`src/sv/hdbc_pkg.sv`:
```
// ----------------------------------------------------------------------------
// hdbc_pkg
// Shared types and constants for the half-duplex bus collision MAC.
// ----------------------------------------------------------------------------
package hdbc_pkg;

    localparam int RX_DEPTH_DEF = 16;
    localparam int TX_DEPTH_DEF = 32;

    // backoff random generator
    localparam int RAND_ADD   = 251;
    localparam int SLOT_SCALE = 16;

    // register reset values
    localparam logic [15:0] ITO_RST  = 16'd8;
    localparam logic [7:0]  TPM_RST  = 8'd4;
    localparam logic [4:0]  MAXR_RST = 5'd16;
    localparam logic [3:0]  JAML_RST = 4'd8;
    localparam logic [7:0]  SEED_RST = 8'd0;

    localparam logic [4:0] RETRY_SAT = 5'd31;
    localparam logic [3:0] JAM_SAT   = 4'd15;

    // configuration register indexes
    typedef enum logic [2:0] {
        CFG_ITO  = 3'd0,
        CFG_TPM  = 3'd1,
        CFG_MAXR = 3'd2,
        CFG_JAML = 3'd3,
        CFG_SEED = 3'd4
    } t_cfg_idx;

    // request kinds
    typedef enum logic [2:0] {
        MD_LOAD  = 3'd0,
        MD_SEND  = 3'd1,
        MD_LINE  = 3'd2,
        MD_TICK  = 3'd3,
        MD_TXRDY = 3'd4,
        MD_TXDN  = 3'd5,
        MD_START = 3'd6,
        MD_READ  = 3'd7
    } t_mode;

    typedef enum logic [2:0] {
        LM_IDLE = 3'd0,
        LM_RX   = 3'd1,
        LM_TX   = 3'd2,
        LM_STOP = 3'd3,
        LM_PEND = 3'd4,
        LM_JAM  = 3'd5
    } t_line;

    typedef enum logic [2:0] {
        ST_IDLE,
        ST_EXEC,
        ST_DIV,
        ST_MUL,
        ST_SUM
    } t_state;

endpackage

```
`src/sv/half_duplex_bus_collision_mac_core.sv`:
```
// ----------------------------------------------------------------------------
// half_duplex_bus_collision_mac_core
// Collision-detecting MAC for a shared half-duplex byte bus.
// ----------------------------------------------------------------------------
// Usage:
//  Slave stream: one request per beat. tuser carries the request kind (load
//  frame byte, send, line byte, tick, tx ready, tx done, start bit, host
//  read); tdata carries the byte and the start-bit-pending flag.
//  Master stream: exactly one result beat per request, holding the tx byte,
//  driver enable, rx byte, accept flag, line state, drop flag and rx count.
//  Config channel: register index plus data, always ready; write only while
//  the block is idle.
//  Result: registered at the end of the execute state entered on acceptance
//  (frame store and receive FIFO are read at the accepting edge, the update
//  and write-back run in the following cycle). A timer tick that starts a
//  backoff then runs on in the background (the bit-serial remainder, a
//  multiply, then an add, with the delay written at the end) before the
//  next request.
//  One request at a time: none is taken until execution and any backoff end.
//  The master register holds its result while the receiver stalls; no new
//  request is taken until it has gone.
//  Reset: synchronous, active low; line idle, empty frame and FIFO, register
//  defaults loaded. Memories are not cleared.
// ----------------------------------------------------------------------------
module half_duplex_bus_collision_mac_core #(
    parameter int RX_DEPTH = hdbc_pkg::RX_DEPTH_DEF,
    parameter int TX_DEPTH = hdbc_pkg::TX_DEPTH_DEF,
    localparam int RXW = $clog2(RX_DEPTH),
    localparam int OW  = ((24 + RXW + 7) / 8) * 8
) (
    input  logic          i_clk,
    input  logic          i_rst_n,
    // request stream
    input  logic          i_s_tvalid,
    output logic          o_s_tready,
    input  logic [15:0]   i_s_tdata,   // [7:0] data, [8] start_bit_pending
    input  logic [2:0]    i_s_tuser,   // [2:0] mode
    // result stream
    output logic          o_m_tvalid,
    input  logic          i_m_tready,
    // [0] tx_valid, [8:1] tx_byte, [9] driver_enable, [10] rx_valid,
    // [18:11] rx_byte, [19] accepted, [22:20] line_state, [23] frame_dropped,
    // [24+RXW-1:24] rx_count
    output logic [OW-1:0] o_m_tdata,
    // configuration
    input  logic          i_cfg_valid,
    output logic          o_cfg_ready,
    input  logic [2:0]    i_cfg_index,
    input  logic [15:0]   i_cfg_data
);

    localparam int STORE_DEPTH = TX_DEPTH - 1;
    localparam int TXW = $clog2(TX_DEPTH);    // holds 0..STORE_DEPTH
    localparam int SAW = $clog2(STORE_DEPTH); // store address
    localparam logic [TXW-1:0] STORE_MAX = TXW'(STORE_DEPTH);
    localparam logic [RXW-1:0] RX_LAST   = RXW'(RX_DEPTH - 1);
    localparam logic [RXW:0]   RX_D      = (RXW + 1)'(RX_DEPTH);

    // memories
    logic [7:0] r_store [STORE_DEPTH];
    logic [7:0] r_fifo  [RX_DEPTH];

    // control
    hdbc_pkg::t_state r_state, n_state;
    hdbc_pkg::t_line  r_line,  n_line;

    logic [15:0]    r_ito;
    logic [7:0]     r_tpm;
    logic [4:0]     r_maxr;
    logic [3:0]     r_jaml;

    logic [TXW-1:0] r_flen, n_flen;
    logic [TXW-1:0] r_sidx, n_sidx;
    logic [TXW-1:0] r_cidx, n_cidx;
    logic           r_active, n_active;
    logic           r_first, n_first;
    logic           r_armed, n_armed;
    logic           r_drv, n_drv;
    logic [4:0]     r_retry, n_retry;
    logic [3:0]     r_jam, n_jam;
    logic [15:0]    r_pdly, n_pdly;
    logic [15:0]    r_trem, n_trem;
    logic           r_trun, n_trun;
    logic [15:0]    r_rand, n_rand;
    logic [RXW-1:0] r_wp, n_wp;
    logic [RXW-1:0] r_rp, n_rp;
    logic           r_out_valid, n_out_valid;

    // payload
    hdbc_pkg::t_mode r_mode;
    logic [7:0]     r_data;
    logic           r_sbp;
    logic [7:0]     r_store_q;
    logic           r_oob;
    logic [7:0]     r_fifo_q;
    logic [OW-1:0]  r_out_data, n_out_data;

    // backoff unit
    logic [7:0]     r_div_num, n_div_num;
    logic [8:0]     r_div_rem, n_div_rem;
    logic [8:0]     r_div_m, n_div_m;
    logic [2:0]     r_div_cnt, n_div_cnt;
    logic [15:0]    r_prod;

    // memory write strobes
    logic           st_we;
    logic           ff_we;
    logic [RXW-1:0] ff_nx;

    logic           s_acc;
    logic [TXW-1:0] rd_idx;
    logic [7:0]     store_byte;
    logic [RXW:0]   cnt_full;
    logic [15:0]    rs_next;
    logic [7:0]     rnd;
    logic [9:0]     div_t;
    logic [16:0]    dly_sum;

    assign s_acc       = i_s_tvalid && o_s_tready;
    assign o_s_tready  = (r_state == hdbc_pkg::ST_IDLE) && !r_out_valid;
    assign o_m_tvalid  = r_out_valid;
    assign o_m_tdata   = r_out_data;
    assign o_cfg_ready = 1'b1;

    assign rd_idx     = (hdbc_pkg::t_mode'(i_s_tuser) == hdbc_pkg::MD_LINE) ? r_cidx : r_sidx;
    assign store_byte = r_oob ? 8'd0 : r_store_q;
    assign ff_nx      = (r_wp == RX_LAST) ? '0 : r_wp + 1'b1;
    assign cnt_full   = (n_wp >= n_rp) ? ({1'b0, n_wp} - {1'b0, n_rp})
                                       : ({1'b0, n_wp} + RX_D - {1'b0, n_rp});
    assign rs_next    = 16'((r_rand << 7) - r_rand + 16'(hdbc_pkg::RAND_ADD));
    assign rnd        = rs_next[7:0] + rs_next[15:8];
    assign div_t      = {r_div_rem, r_div_num[7]};
    assign dly_sum    = {1'b0, r_ito} + {1'b0, r_prod};

    // ------------------------------------------------------------------
    // memories: registered read at acceptance, write-back in execute
    // ------------------------------------------------------------------
    always_ff @(posedge i_clk) begin
        if (s_acc) begin
            r_oob     <= (rd_idx >= STORE_MAX);
            r_store_q <= r_store[rd_idx[SAW-1:0]];
            r_fifo_q  <= r_fifo[(r_rp == RX_LAST) ? '0 : r_rp + 1'b1];
        end
        if (st_we) begin
            r_store[r_flen[SAW-1:0]] <= r_data;
        end
        if (ff_we) begin
            r_fifo[ff_nx] <= r_data;
        end
    end

    // payload registers
    always_ff @(posedge i_clk) begin
        if (s_acc) begin
            r_mode <= hdbc_pkg::t_mode'(i_s_tuser);
            r_data <= i_s_tdata[7:0];
            r_sbp  <= i_s_tdata[8];
        end
        r_out_data <= n_out_data;
        r_div_num  <= n_div_num;
        r_div_rem  <= n_div_rem;
        r_div_m    <= n_div_m;
        r_div_cnt  <= n_div_cnt;
        if (r_state == hdbc_pkg::ST_MUL) begin
            r_prod <= (r_div_m == '0) ? 16'd0 : r_div_rem[7:0] * r_tpm;
        end
    end

    // control registers
    always_ff @(posedge i_clk) begin
        if (!i_rst_n) begin
            r_state     <= hdbc_pkg::ST_IDLE;
            r_line      <= hdbc_pkg::LM_IDLE;
            r_ito       <= hdbc_pkg::ITO_RST;
            r_tpm       <= hdbc_pkg::TPM_RST;
            r_maxr      <= hdbc_pkg::MAXR_RST;
            r_jaml      <= hdbc_pkg::JAML_RST;
            r_flen      <= '0;
            r_sidx      <= '0;
            r_cidx      <= '0;
            r_active    <= 1'b0;
            r_first     <= 1'b0;
            r_armed     <= 1'b0;
            r_drv       <= 1'b0;
            r_retry     <= '0;
            r_jam       <= '0;
            r_pdly      <= '0;
            r_trem      <= '0;
            r_trun      <= 1'b0;
            r_rand      <= {8'd0, hdbc_pkg::SEED_RST};
            r_wp        <= RX_LAST;
            r_rp        <= RX_LAST;
            r_out_valid <= 1'b0;
        end else begin
            r_state     <= n_state;
            r_line      <= n_line;
            r_flen      <= n_flen;
            r_sidx      <= n_sidx;
            r_cidx      <= n_cidx;
            r_active    <= n_active;
            r_first     <= n_first;
            r_armed     <= n_armed;
            r_drv       <= n_drv;
            r_retry     <= n_retry;
            r_jam       <= n_jam;
            r_pdly      <= n_pdly;
            r_trem      <= n_trem;
            r_trun      <= n_trun;
            r_wp        <= n_wp;
            r_rp        <= n_rp;
            r_out_valid <= n_out_valid;
            r_rand      <= n_rand;
            if (i_cfg_valid) begin
                unique case (hdbc_pkg::t_cfg_idx'(i_cfg_index))
                    hdbc_pkg::CFG_ITO:  r_ito  <= i_cfg_data;
                    hdbc_pkg::CFG_TPM:  r_tpm  <= i_cfg_data[7:0];
                    hdbc_pkg::CFG_MAXR: r_maxr <= i_cfg_data[4:0];
                    hdbc_pkg::CFG_JAML: r_jaml <= i_cfg_data[3:0];
                    hdbc_pkg::CFG_SEED: r_rand <= {8'd0, i_cfg_data[7:0]};
                    default: ;
                endcase
            end
        end
    end

    // ------------------------------------------------------------------
    // next state and request execution
    // ------------------------------------------------------------------
    always_comb begin
        logic          txv;
        logic [7:0]    txb;
        logic          rxv;
        logic [7:0]    rxb;
        logic          acc;
        logic          drop;
        logic          last;
        logic          defer;
        logic [TXW-1:0] ci;

        txv   = 1'b0;
        txb   = 8'd0;
        rxv   = 1'b0;
        rxb   = 8'd0;
        acc   = 1'b0;
        drop  = 1'b0;
        last  = 1'b0;
        defer = 1'b0;
        ci    = r_cidx;

        n_state     = r_state;
        n_line      = r_line;
        n_flen      = r_flen;
        n_sidx      = r_sidx;
        n_cidx      = r_cidx;
        n_active    = r_active;
        n_first     = r_first;
        n_armed     = r_armed;
        n_drv       = r_drv;
        n_retry     = r_retry;
        n_jam       = r_jam;
        n_pdly      = r_pdly;
        n_trem      = r_trem;
        n_trun      = r_trun;
        n_rand      = r_rand;
        n_wp        = r_wp;
        n_rp        = r_rp;
        n_out_valid = r_out_valid && !i_m_tready;
        n_out_data  = r_out_data;
        n_div_num   = r_div_num;
        n_div_rem   = r_div_rem;
        n_div_m     = r_div_m;
        n_div_cnt   = r_div_cnt;
        st_we       = 1'b0;
        ff_we       = 1'b0;

        unique case (r_state)
            hdbc_pkg::ST_IDLE: begin
                if (s_acc) begin
                    n_state = hdbc_pkg::ST_EXEC;
                end
            end
            hdbc_pkg::ST_EXEC: begin
                n_state = hdbc_pkg::ST_IDLE;
                unique case (r_mode)
                    hdbc_pkg::MD_LOAD: begin
                        if ((r_line == hdbc_pkg::LM_IDLE || r_line == hdbc_pkg::LM_RX)
                                && r_flen < STORE_MAX) begin
                            st_we  = 1'b1;
                            n_flen = r_flen + 1'b1;
                            acc    = 1'b1;
                        end
                    end
                    hdbc_pkg::MD_SEND: begin
                        if (r_line == hdbc_pkg::LM_IDLE) begin
                            acc    = 1'b1;
                            n_cidx = '0;
                            if (r_flen != '0) begin
                                n_sidx   = '0;
                                n_active = 1'b1;
                                n_first  = 1'b1;
                                n_armed  = 1'b0;
                                n_drv    = 1'b1;
                            end
                        end else if (r_line == hdbc_pkg::LM_RX) begin
                            acc    = 1'b1;
                            n_pdly = r_ito;
                            n_line = hdbc_pkg::LM_PEND;
                        end
                    end
                    hdbc_pkg::MD_LINE: begin
                        unique case (r_line)
                            hdbc_pkg::LM_TX: begin
                                if (r_data == store_byte) begin
                                    ci     = (r_cidx < STORE_MAX) ? r_cidx + 1'b1 : r_cidx;
                                    n_cidx = ci;
                                    if (ci == r_flen) begin
                                        n_flen  = '0;
                                        n_retry = '0;
                                        n_trun  = 1'b0;
                                    end else begin
                                        n_trem = r_ito;
                                        n_trun = 1'b1;
                                    end
                                end else begin
                                    n_line  = hdbc_pkg::LM_JAM;
                                    n_trun  = 1'b0;
                                    n_sidx  = r_flen;
                                    txv     = 1'b1;
                                    n_retry = (r_retry < hdbc_pkg::RETRY_SAT) ? r_retry + 1'b1
                                                                              : r_retry;
                                    n_jam   = '0;
                                end
                            end
                            hdbc_pkg::LM_JAM: n_trun = 1'b0;
                            hdbc_pkg::LM_STOP: ;
                            hdbc_pkg::LM_PEND: begin
                                n_trem = r_pdly;
                                n_trun = 1'b1;
                                if (ff_nx != r_rp) begin
                                    ff_we = 1'b1;
                                    n_wp  = ff_nx;
                                end
                            end
                            default: begin
                                n_line = hdbc_pkg::LM_RX;
                                n_trem = r_ito;
                                n_trun = 1'b1;
                                if (ff_nx != r_rp) begin
                                    ff_we = 1'b1;
                                    n_wp  = ff_nx;
                                end
                            end
                        endcase
                    end
                    hdbc_pkg::MD_TICK: begin
                        if (r_trun) begin
                            if (r_trem > 16'd1) begin
                                n_trem = r_trem - 16'd1;
                            end else begin
                                n_trem = '0;
                                n_trun = 1'b0;
                                unique case (r_line)
                                    hdbc_pkg::LM_STOP: begin
                                        if (r_retry < r_maxr) begin
                                            // backoff: remainder computed serially
                                            n_rand    = rs_next;
                                            n_line    = hdbc_pkg::LM_PEND;
                                            n_div_num = rnd;
                                            n_div_rem = '0;
                                            n_div_m   = {r_retry, 4'd0};
                                            n_div_cnt = '0;
                                            n_state   = hdbc_pkg::ST_DIV;
                                        end else begin
                                            n_flen  = '0;
                                            n_retry = '0;
                                            n_line  = hdbc_pkg::LM_IDLE;
                                            drop    = 1'b1;
                                        end
                                    end
                                    hdbc_pkg::LM_PEND: begin
                                        n_line = hdbc_pkg::LM_IDLE;
                                        n_cidx = '0;
                                        if (r_flen != '0) begin
                                            n_sidx   = '0;
                                            n_active = 1'b1;
                                            n_first  = 1'b1;
                                            n_armed  = 1'b0;
                                            n_drv    = 1'b1;
                                        end
                                    end
                                    default: n_line = hdbc_pkg::LM_IDLE;
                                endcase
                            end
                        end
                    end
                    hdbc_pkg::MD_TXRDY: begin
                        if (r_active) begin
                            if (r_line == hdbc_pkg::LM_JAM) begin
                                n_jam = (r_jam < hdbc_pkg::JAM_SAT) ? r_jam + 1'b1 : r_jam;
                                if (n_jam < r_jaml) begin
                                    txv = 1'b1;
                                end else begin
                                    last = 1'b1;
                                end
                            end else if (r_sidx < r_flen) begin
                                if (r_line == hdbc_pkg::LM_RX) begin
                                    defer = 1'b1;
                                end else if (r_first && r_sbp) begin
                                    n_first = 1'b0;
                                    defer   = 1'b1;
                                end else begin
                                    n_first = 1'b0;
                                    txv     = 1'b1;
                                    txb     = store_byte;
                                    n_sidx  = r_sidx + 1'b1;
                                    n_line  = hdbc_pkg::LM_TX;
                                end
                            end else begin
                                last = 1'b1;
                            end
                            if (defer) begin
                                n_pdly   = r_ito;
                                n_trem   = r_ito;
                                n_trun   = 1'b1;
                                n_line   = hdbc_pkg::LM_PEND;
                                n_sidx   = r_flen;
                                n_active = 1'b0;
                            end
                            if (last) begin
                                n_active = 1'b0;
                                n_armed  = 1'b1;
                            end
                        end
                    end
                    hdbc_pkg::MD_TXDN: begin
                        if (r_armed) begin
                            n_armed = 1'b0;
                            n_drv   = 1'b0;
                            if (r_line == hdbc_pkg::LM_JAM) begin
                                n_line = hdbc_pkg::LM_STOP;
                                n_trem = r_ito;
                                n_trun = 1'b1;
                            end else begin
                                n_line = hdbc_pkg::LM_IDLE;
                            end
                        end
                    end
                    hdbc_pkg::MD_START: begin
                        if (r_line == hdbc_pkg::LM_IDLE) begin
                            n_line = hdbc_pkg::LM_RX;
                            n_trem = r_ito;
                            n_trun = 1'b1;
                        end
                    end
                    hdbc_pkg::MD_READ: begin
                        if (r_wp != r_rp) begin
                            n_rp = (r_rp == RX_LAST) ? '0 : r_rp + 1'b1;
                            rxv  = 1'b1;
                            rxb  = r_fifo_q;
                        end
                    end
                    default: ;
                endcase
                n_out_valid = 1'b1;
                n_out_data  = '0;
                n_out_data[0]     = txv;
                n_out_data[8:1]   = txb;
                n_out_data[9]     = n_drv;
                n_out_data[10]    = rxv;
                n_out_data[18:11] = rxb;
                n_out_data[19]    = acc;
                n_out_data[22:20] = n_line;
                n_out_data[23]    = drop;
                n_out_data[24 +: RXW] = cnt_full[RXW-1:0];
            end
            hdbc_pkg::ST_DIV: begin
                // one restoring step per cycle, MSB first
                n_div_rem = (div_t >= {1'b0, r_div_m}) ? 9'(div_t - {1'b0, r_div_m})
                                                       : div_t[8:0];
                n_div_num = {r_div_num[6:0], 1'b0};
                n_div_cnt = r_div_cnt + 1'b1;
                if (r_div_cnt == 3'd7) begin
                    n_state = hdbc_pkg::ST_MUL;
                end
            end
            hdbc_pkg::ST_MUL: begin
                n_state = hdbc_pkg::ST_SUM;
            end
            hdbc_pkg::ST_SUM: begin
                n_pdly  = dly_sum[16] ? 16'hFFFF : dly_sum[15:0];
                n_trem  = n_pdly;
                n_trun  = 1'b1;
                n_state = hdbc_pkg::ST_IDLE;
            end
            default: n_state = hdbc_pkg::ST_IDLE;
        endcase
    end

    // ------------------------------------------------------------------
    // assertions
    // ------------------------------------------------------------------
    a_accept_exec: assert property (@(posedge i_clk) disable iff (!i_rst_n)
        (i_s_tvalid && o_s_tready) |=> (r_state == hdbc_pkg::ST_EXEC && o_m_tvalid == 1'b0))
        else $error("request not executed after acceptance");

    a_flen_bound: assert property (@(posedge i_clk) disable iff (!i_rst_n)
        r_flen <= STORE_MAX)
        else $error("frame length beyond store");

    a_drop_idle: assert property (@(posedge i_clk) disable iff (!i_rst_n)
        (o_m_tvalid && o_m_tdata[23]) |-> (o_m_tdata[22:20] == hdbc_pkg::LM_IDLE))
        else $error("dropped frame without return to idle");

    a_backoff_pend: assert property (@(posedge i_clk) disable iff (!i_rst_n)
        (r_state == hdbc_pkg::ST_SUM) |-> (r_line == hdbc_pkg::LM_PEND && !r_trun))
        else $error("backoff finishing outside send pending");

endmodule
```
`config.mk`:
```
export PLATFORM = sky130hd
export DESIGN_NAME = half_duplex_bus_collision_mac_core
export DESIGN_NICKNAME = d
export VERILOG_FILES = /design/src/sv/hdbc_pkg.sv /design/src/sv/half_duplex_bus_collision_mac_core.sv
export SDC_FILE = /design/constraint.sdc
export NUM_CORES = 1
export LEC_CHECK = 0
export BUFFER_PORTS_ARGS = -buffer_cell sky130_fd_sc_hd__buf_2
export CAP_MARGIN = 10
export CELL_PAD_IN_SITES_DETAIL_PLACEMENT = 1
export CELL_PAD_IN_SITES_GLOBAL_PLACEMENT = 2
export CORE_MARGIN = 3
export CORE_UTILIZATION = 40
export DETAILED_ROUTE_END_ITERATION = 8
export PLACE_DENSITY = 0.84
export SYNTH_ARGS = -nofsm -noshare
export SYNTH_HDL_FRONTEND = slang
export SYNTH_SLANG_ARGS = --single-unit
```
`constraint.sdc`:
```
create_clock -name i_clk -period 5.8 [get_ports i_clk]
set_input_delay 0 -clock i_clk [delete_from_list [all_inputs] [get_ports i_clk]]
set_output_delay 0 -clock i_clk [all_outputs]
set_load 0.01 [all_outputs]
```
==> impl_summary.log <==
INFO  metric synth.top_cells.by_area = sky130_fd_sc_hd__edfxtp_1, sky130_fd_sc_hd__dfxtp_1, sky130_fd_sc_hd__ha_1
INFO  metric die_height = around 280 µm
INFO  metric post_route_cells_drive_above_1_share = 0.1044
INFO  metric pin_count = 78
INFO  metric die_width = between 200 and 300 µm
INFO  metric wl_per_cell = approximately 22 µm
INFO  metric first_global_vias = roughly 22000
INFO  metric hold_path_class = input port to flop
INFO  metric layout_common_cells = sky130_fd_sc_hd__edfxtp_1, sky130_fd_sc_hd__nand2_1, sky130_fd_sc_hd__nor2_1, sky130_fd_sc_hd__a21oi_1, sky130_fd_sc_hd__and2_1
INFO  metric hold_viol = 0
INFO  metric hold_path_end = r_data[1]
INFO  metric synth_seq_area_share = 0.5587
INFO  metric avgViaCountPerCell = 5.653
INFO  metric place.port_buffers = 65
INFO  metric timing.fmax = between 200 and 250 MHz
INFO  metric worst-setup-path-type = flop to flop
INFO  metric timing.final.crit_share = 0.8146
INFO  metric ys_types = between 90 and 100
INFO  metric final_cell_count_no_fill = ~3700
INFO  metric critical_path_depth = 17
INFO  metric outcome = finished, final reports clean
INFO  metric critPathRequiredTime = 6250 ps
INFO  metric worst_path_max_delay_cell = sky130_fd_sc_hd__edfxtp_1
INFO  metric hold_depth = 2
INFO  metric signal_arrival_time_at_the_worst_endpoint = 5180 ps
INFO  metric cellLeakagePower = 12.13 nW
INFO  metric ys_warn_count = 0
INFO  metric post_cts.resized_instances = 0
INFO  metric detailedRoute.firstIterationViolations = about 1500
INFO  metric max-cap-violations = 0
INFO  metric htree_levels = 3
INFO  metric postRouteAntennaNets = 0
INFO  metric largest_net_degree_at_the_start_of_global_routing = 81
INFO  metric initial_utilization = 0.4072
INFO  metric path_cells = and2_1 -> fa_1 -> inv_1 -> fa_1 -> inv_1 -> fa_1 -> inv_1 -> fa_1 -> inv_1 -> ha_1 -> inv_1 -> a21oi_1 -> o211ai_1 -> a21oi_1 -> nor3_1 -> or3_1 -> a21oi_1
INFO  metric firstDrtPassIters = 5
INFO  metric synth_async_sr_flop_share = 0
INFO  metric grt.overflow.total = 0
INFO  metric area_growth_syn_to_layout = 13.03%
INFO  metric design_area = 0.03386 mm²
INFO  metric r2r-end = r_prod[15]
INFO  metric reg2reg_setup_slack = approximately 1100 ps
INFO  metric final_core_utilization = 0.4602
INFO  metric core-area = 0.07358 mm²
INFO  metric timing.final.max_slew_violations = 0
INFO  metric overall_global_routing_usage = 0.2096
INFO  metric cts-hold-fix-buffers = 40
INFO  metric clock_latency = 620 ps
INFO  metric cts.root.buffer_cell = sky130_fd_sc_hd__clkbuf_16
INFO  metric drc = 0
INFO  metric hold_path.startpoint = i_s_tdata[1]
INFO  metric peak_supply_drop = 0.3106 mV
INFO  metric wl = 81.82 mm
INFO  metric netlist.area_leader.share = 0.4751
INFO  metric antennaDiodeCount = 0
INFO  metric ys_ff_latch = approximately 600
INFO  metric worst-slew-pin-transition = around 1200 ps
INFO  metric avgSynthCellArea = between 10 and 15 µm²
INFO  metric cp_top_family = adder cells
INFO  metric route.vias.total = slightly above 20000
INFO  metric gp_congestion = 0.8307
INFO  metric die_area = between 0.07 and 0.08 mm²
INFO  metric cts_num_sinks = 599
INFO  metric cts_buffers = 67
INFO  metric detailed_place_hpwl = around 55 mm
INFO  metric post_synth_instance_area = between 0.02 and 0.03 mm²
INFO  metric cpPeakStageDelay = approximately 560 ps
INFO  metric critical_path_buf_inv_count = 5
INFO  metric ff_to_ff_path_depth = 17
INFO  metric timing.slew.headroom = 0.2161
INFO  metric layout_commonest_cell = sky130_fd_sc_hd__edfxtp_1
INFO  metric number_of_enable_flip_flop_cells_after_synthesis = 474
INFO  metric cts_tree = built
INFO  metric setup_repair_after_global_routing_missed_its_margin = no
INFO  metric antenna_violations_before_repair = 0
INFO  metric crit_path_max_fanout = 10
INFO  metric design.final.nets = ~2900
INFO  metric rr_startpoint = r_div_rem[5]
INFO  metric synth_area_leader_cell = sky130_fd_sc_hd__edfxtp_1
INFO  metric timing.clock.skew = between 20 and 30 ps
INFO  metric cts_max_path_buffers = 3
INFO  metric totalNegativeSetupSlack = 0 ps
INFO  metric period_minus_slack = around 4700 ps
INFO  metric crit_path_start_kind = flop
INFO  metric core.rowCount = 99
INFO  metric post_synth_inst_count = 2585
INFO  metric placement.cell_area = roughly 0.031 mm²
INFO  metric worstSetupEndpointType = flop
INFO  metric hold-worst-slack = approximately 99 ps
INFO  metric final.fill_count = approximately 8000
INFO  metric finalSetupViolations = 0
INFO  metric grt_first_pass_wirelength = 128.9 mm
INFO  metric numPlacedInstances = ~3500
INFO  metric clk_pin_slew = approximately 60 ps
INFO  metric number_of_setup_buffers_added_after_cts = 0
INFO  metric power_density = 289.4 mW/mm²
INFO  metric dominantRegCellSynth = sky130_fd_sc_hd__edfxtp_1
INFO  metric path_common_cell = sky130_fd_sc_hd__inv_1
-- worst reg2reg max path, cell delays in order, from the launching register on --
cell and delay (ps):
sky130_fd_sc_hd__edfxtp_1 560, sky130_fd_sc_hd__and2_1 260, sky130_fd_sc_hd__fa_1 540, sky130_fd_sc_hd__inv_1 60, sky130_fd_sc_hd__fa_1 520, sky130_fd_sc_hd__inv_1 50
sky130_fd_sc_hd__fa_1 470, sky130_fd_sc_hd__inv_1 50, sky130_fd_sc_hd__fa_1 470, sky130_fd_sc_hd__inv_1 40, sky130_fd_sc_hd__ha_1 280, sky130_fd_sc_hd__inv_1 60
sky130_fd_sc_hd__a21oi_1 190, sky130_fd_sc_hd__o211ai_1 130, sky130_fd_sc_hd__a21oi_1 260, sky130_fd_sc_hd__nor3_1 110, sky130_fd_sc_hd__or3_1 380, sky130_fd_sc_hd__a21oi_1 140
-- state kept, by name, summed over array words and instances (netlist names), 8 cells and up --
signal,flops
r_ito,16
o_m_tdata,28
r_prod,16
r_div_rem,9
r_fifo_q,8
r_data,8
r_fifo,128
r_store_q,8
r_tpm,8
r_div_num,8
r_rand,16
r_pdly,16
r_trem,16
r_store,248
-- synthesized netlist by cell type (9+ instances only) --
master                     number
sky130_fd_sc_hd__a311oi_1      25
sky130_fd_sc_hd__buf_2         17
sky130_fd_sc_hd__mux2i_1       31
sky130_fd_sc_hd__a31oi_1       55
sky130_fd_sc_hd__a21oi_1      162
sky130_fd_sc_hd__nor3_1        35
sky130_fd_sc_hd__o21ai_0       81
sky130_fd_sc_hd__edfxtp_1     474
sky130_fd_sc_hd__a221oi_1      15
sky130_fd_sc_hd__xnor2_1       49
sky130_fd_sc_hd__nor2_1       188
sky130_fd_sc_hd__a211oi_1     104
sky130_fd_sc_hd__or2_2          9
sky130_fd_sc_hd__fa_1          41
sky130_fd_sc_hd__o21a_1        12
sky130_fd_sc_hd__and2_1       136
sky130_fd_sc_hd__dfxtp_1      125
sky130_fd_sc_hd__nand2_1      296
sky130_fd_sc_hd__xor2_1        31
sky130_fd_sc_hd__clkbuf_1     105
sky130_fd_sc_hd__nor2b_1       21
sky130_fd_sc_hd__ha_1         116
sky130_fd_sc_hd__inv_1        116
sky130_fd_sc_hd__mux4_2        40
sky130_fd_sc_hd__nand3_1       50
sky130_fd_sc_hd__nand2b_1      19
sky130_fd_sc_hd__a21o_1        32
sky130_fd_sc_hd__and3_1        18
sky130_fd_sc_hd__or3_1         14
-- worst max-delay path by stage --
stage                       startpoint         end  slack [ps]
after floorplan           r_div_rem[5]  r_prod[15]        1470
after global placement    r_div_rem[5]  r_prod[15]        1130
after detailed placement  r_div_rem[5]  r_prod[15]        1070
after CTS                 r_div_rem[5]  r_prod[15]        1050
after global routing      r_div_rem[5]  r_prod[15]         770
final                     r_div_rem[5]  r_prod[15]        1080
-- layer usage --
layer	GRT usage	up-vias	wire (µm)
li1	-	9652	-
met1	0.2870	10560	36770
met2	0.3555	435	39680
met3	0.02934	98	3871
met4	0.04770	0	1504
met5	0	-	0
-- report_power, final --
group	switching, mW	total, mW	internal, mW
sequential	0.0659	4.76	4.70
clock	1.84	4.36	2.52
combinational	0.421	0.677	0.256
total	2.33	9.80	7.47
-- through the flow --
| step | power, mW | setup WS, ps |
|---|---|---|
| after floorplan | 5.280 | 1471 |
| after global placement | 5.484 | 1126 |
| after detailed placement | 5.512 | 1072 |
| after CTS | 9.886 | 1053 |
| after global routing | 10.15 | 766.1 |
| final | 9.797 | 1075 |
-- final cells by class --
class / count / area [µm²] / area share
multi-input cells: 1734 / 12240 / 0.3615
repair buffers: 136 / 983.4 / 0.02904
clock buffers: 90 / 1814 / 0.05358
inverters: 119 / 446.7 / 0.01319
flip-flops and latches: 599 / 16740 / 0.4943
well taps: 959 / 1200 / 0.03544
clock inverters: 33 / 440.4 / 0.01301
-- logic make-up after synthesis --
| group | Yosys count | synth area share |
|---|---|---|
| AND/OR/NAND/NOR | 843 | 0.1372 |
| flip-flops | 599 | 0.5587 |
| AO/OA/AOI/OAI | 574 | 0.1275 |
| buffers and inverters | 255 | 0.03529 |
| adder cells (fa/ha/maj) | 157 | 0.07585 |
| XOR/XNOR | 80 | 0.02339 |
| multiplexers | 75 | 0.04193 |
| other | 2 | 0.0002507 |
(Power assumes the default switching activity.)
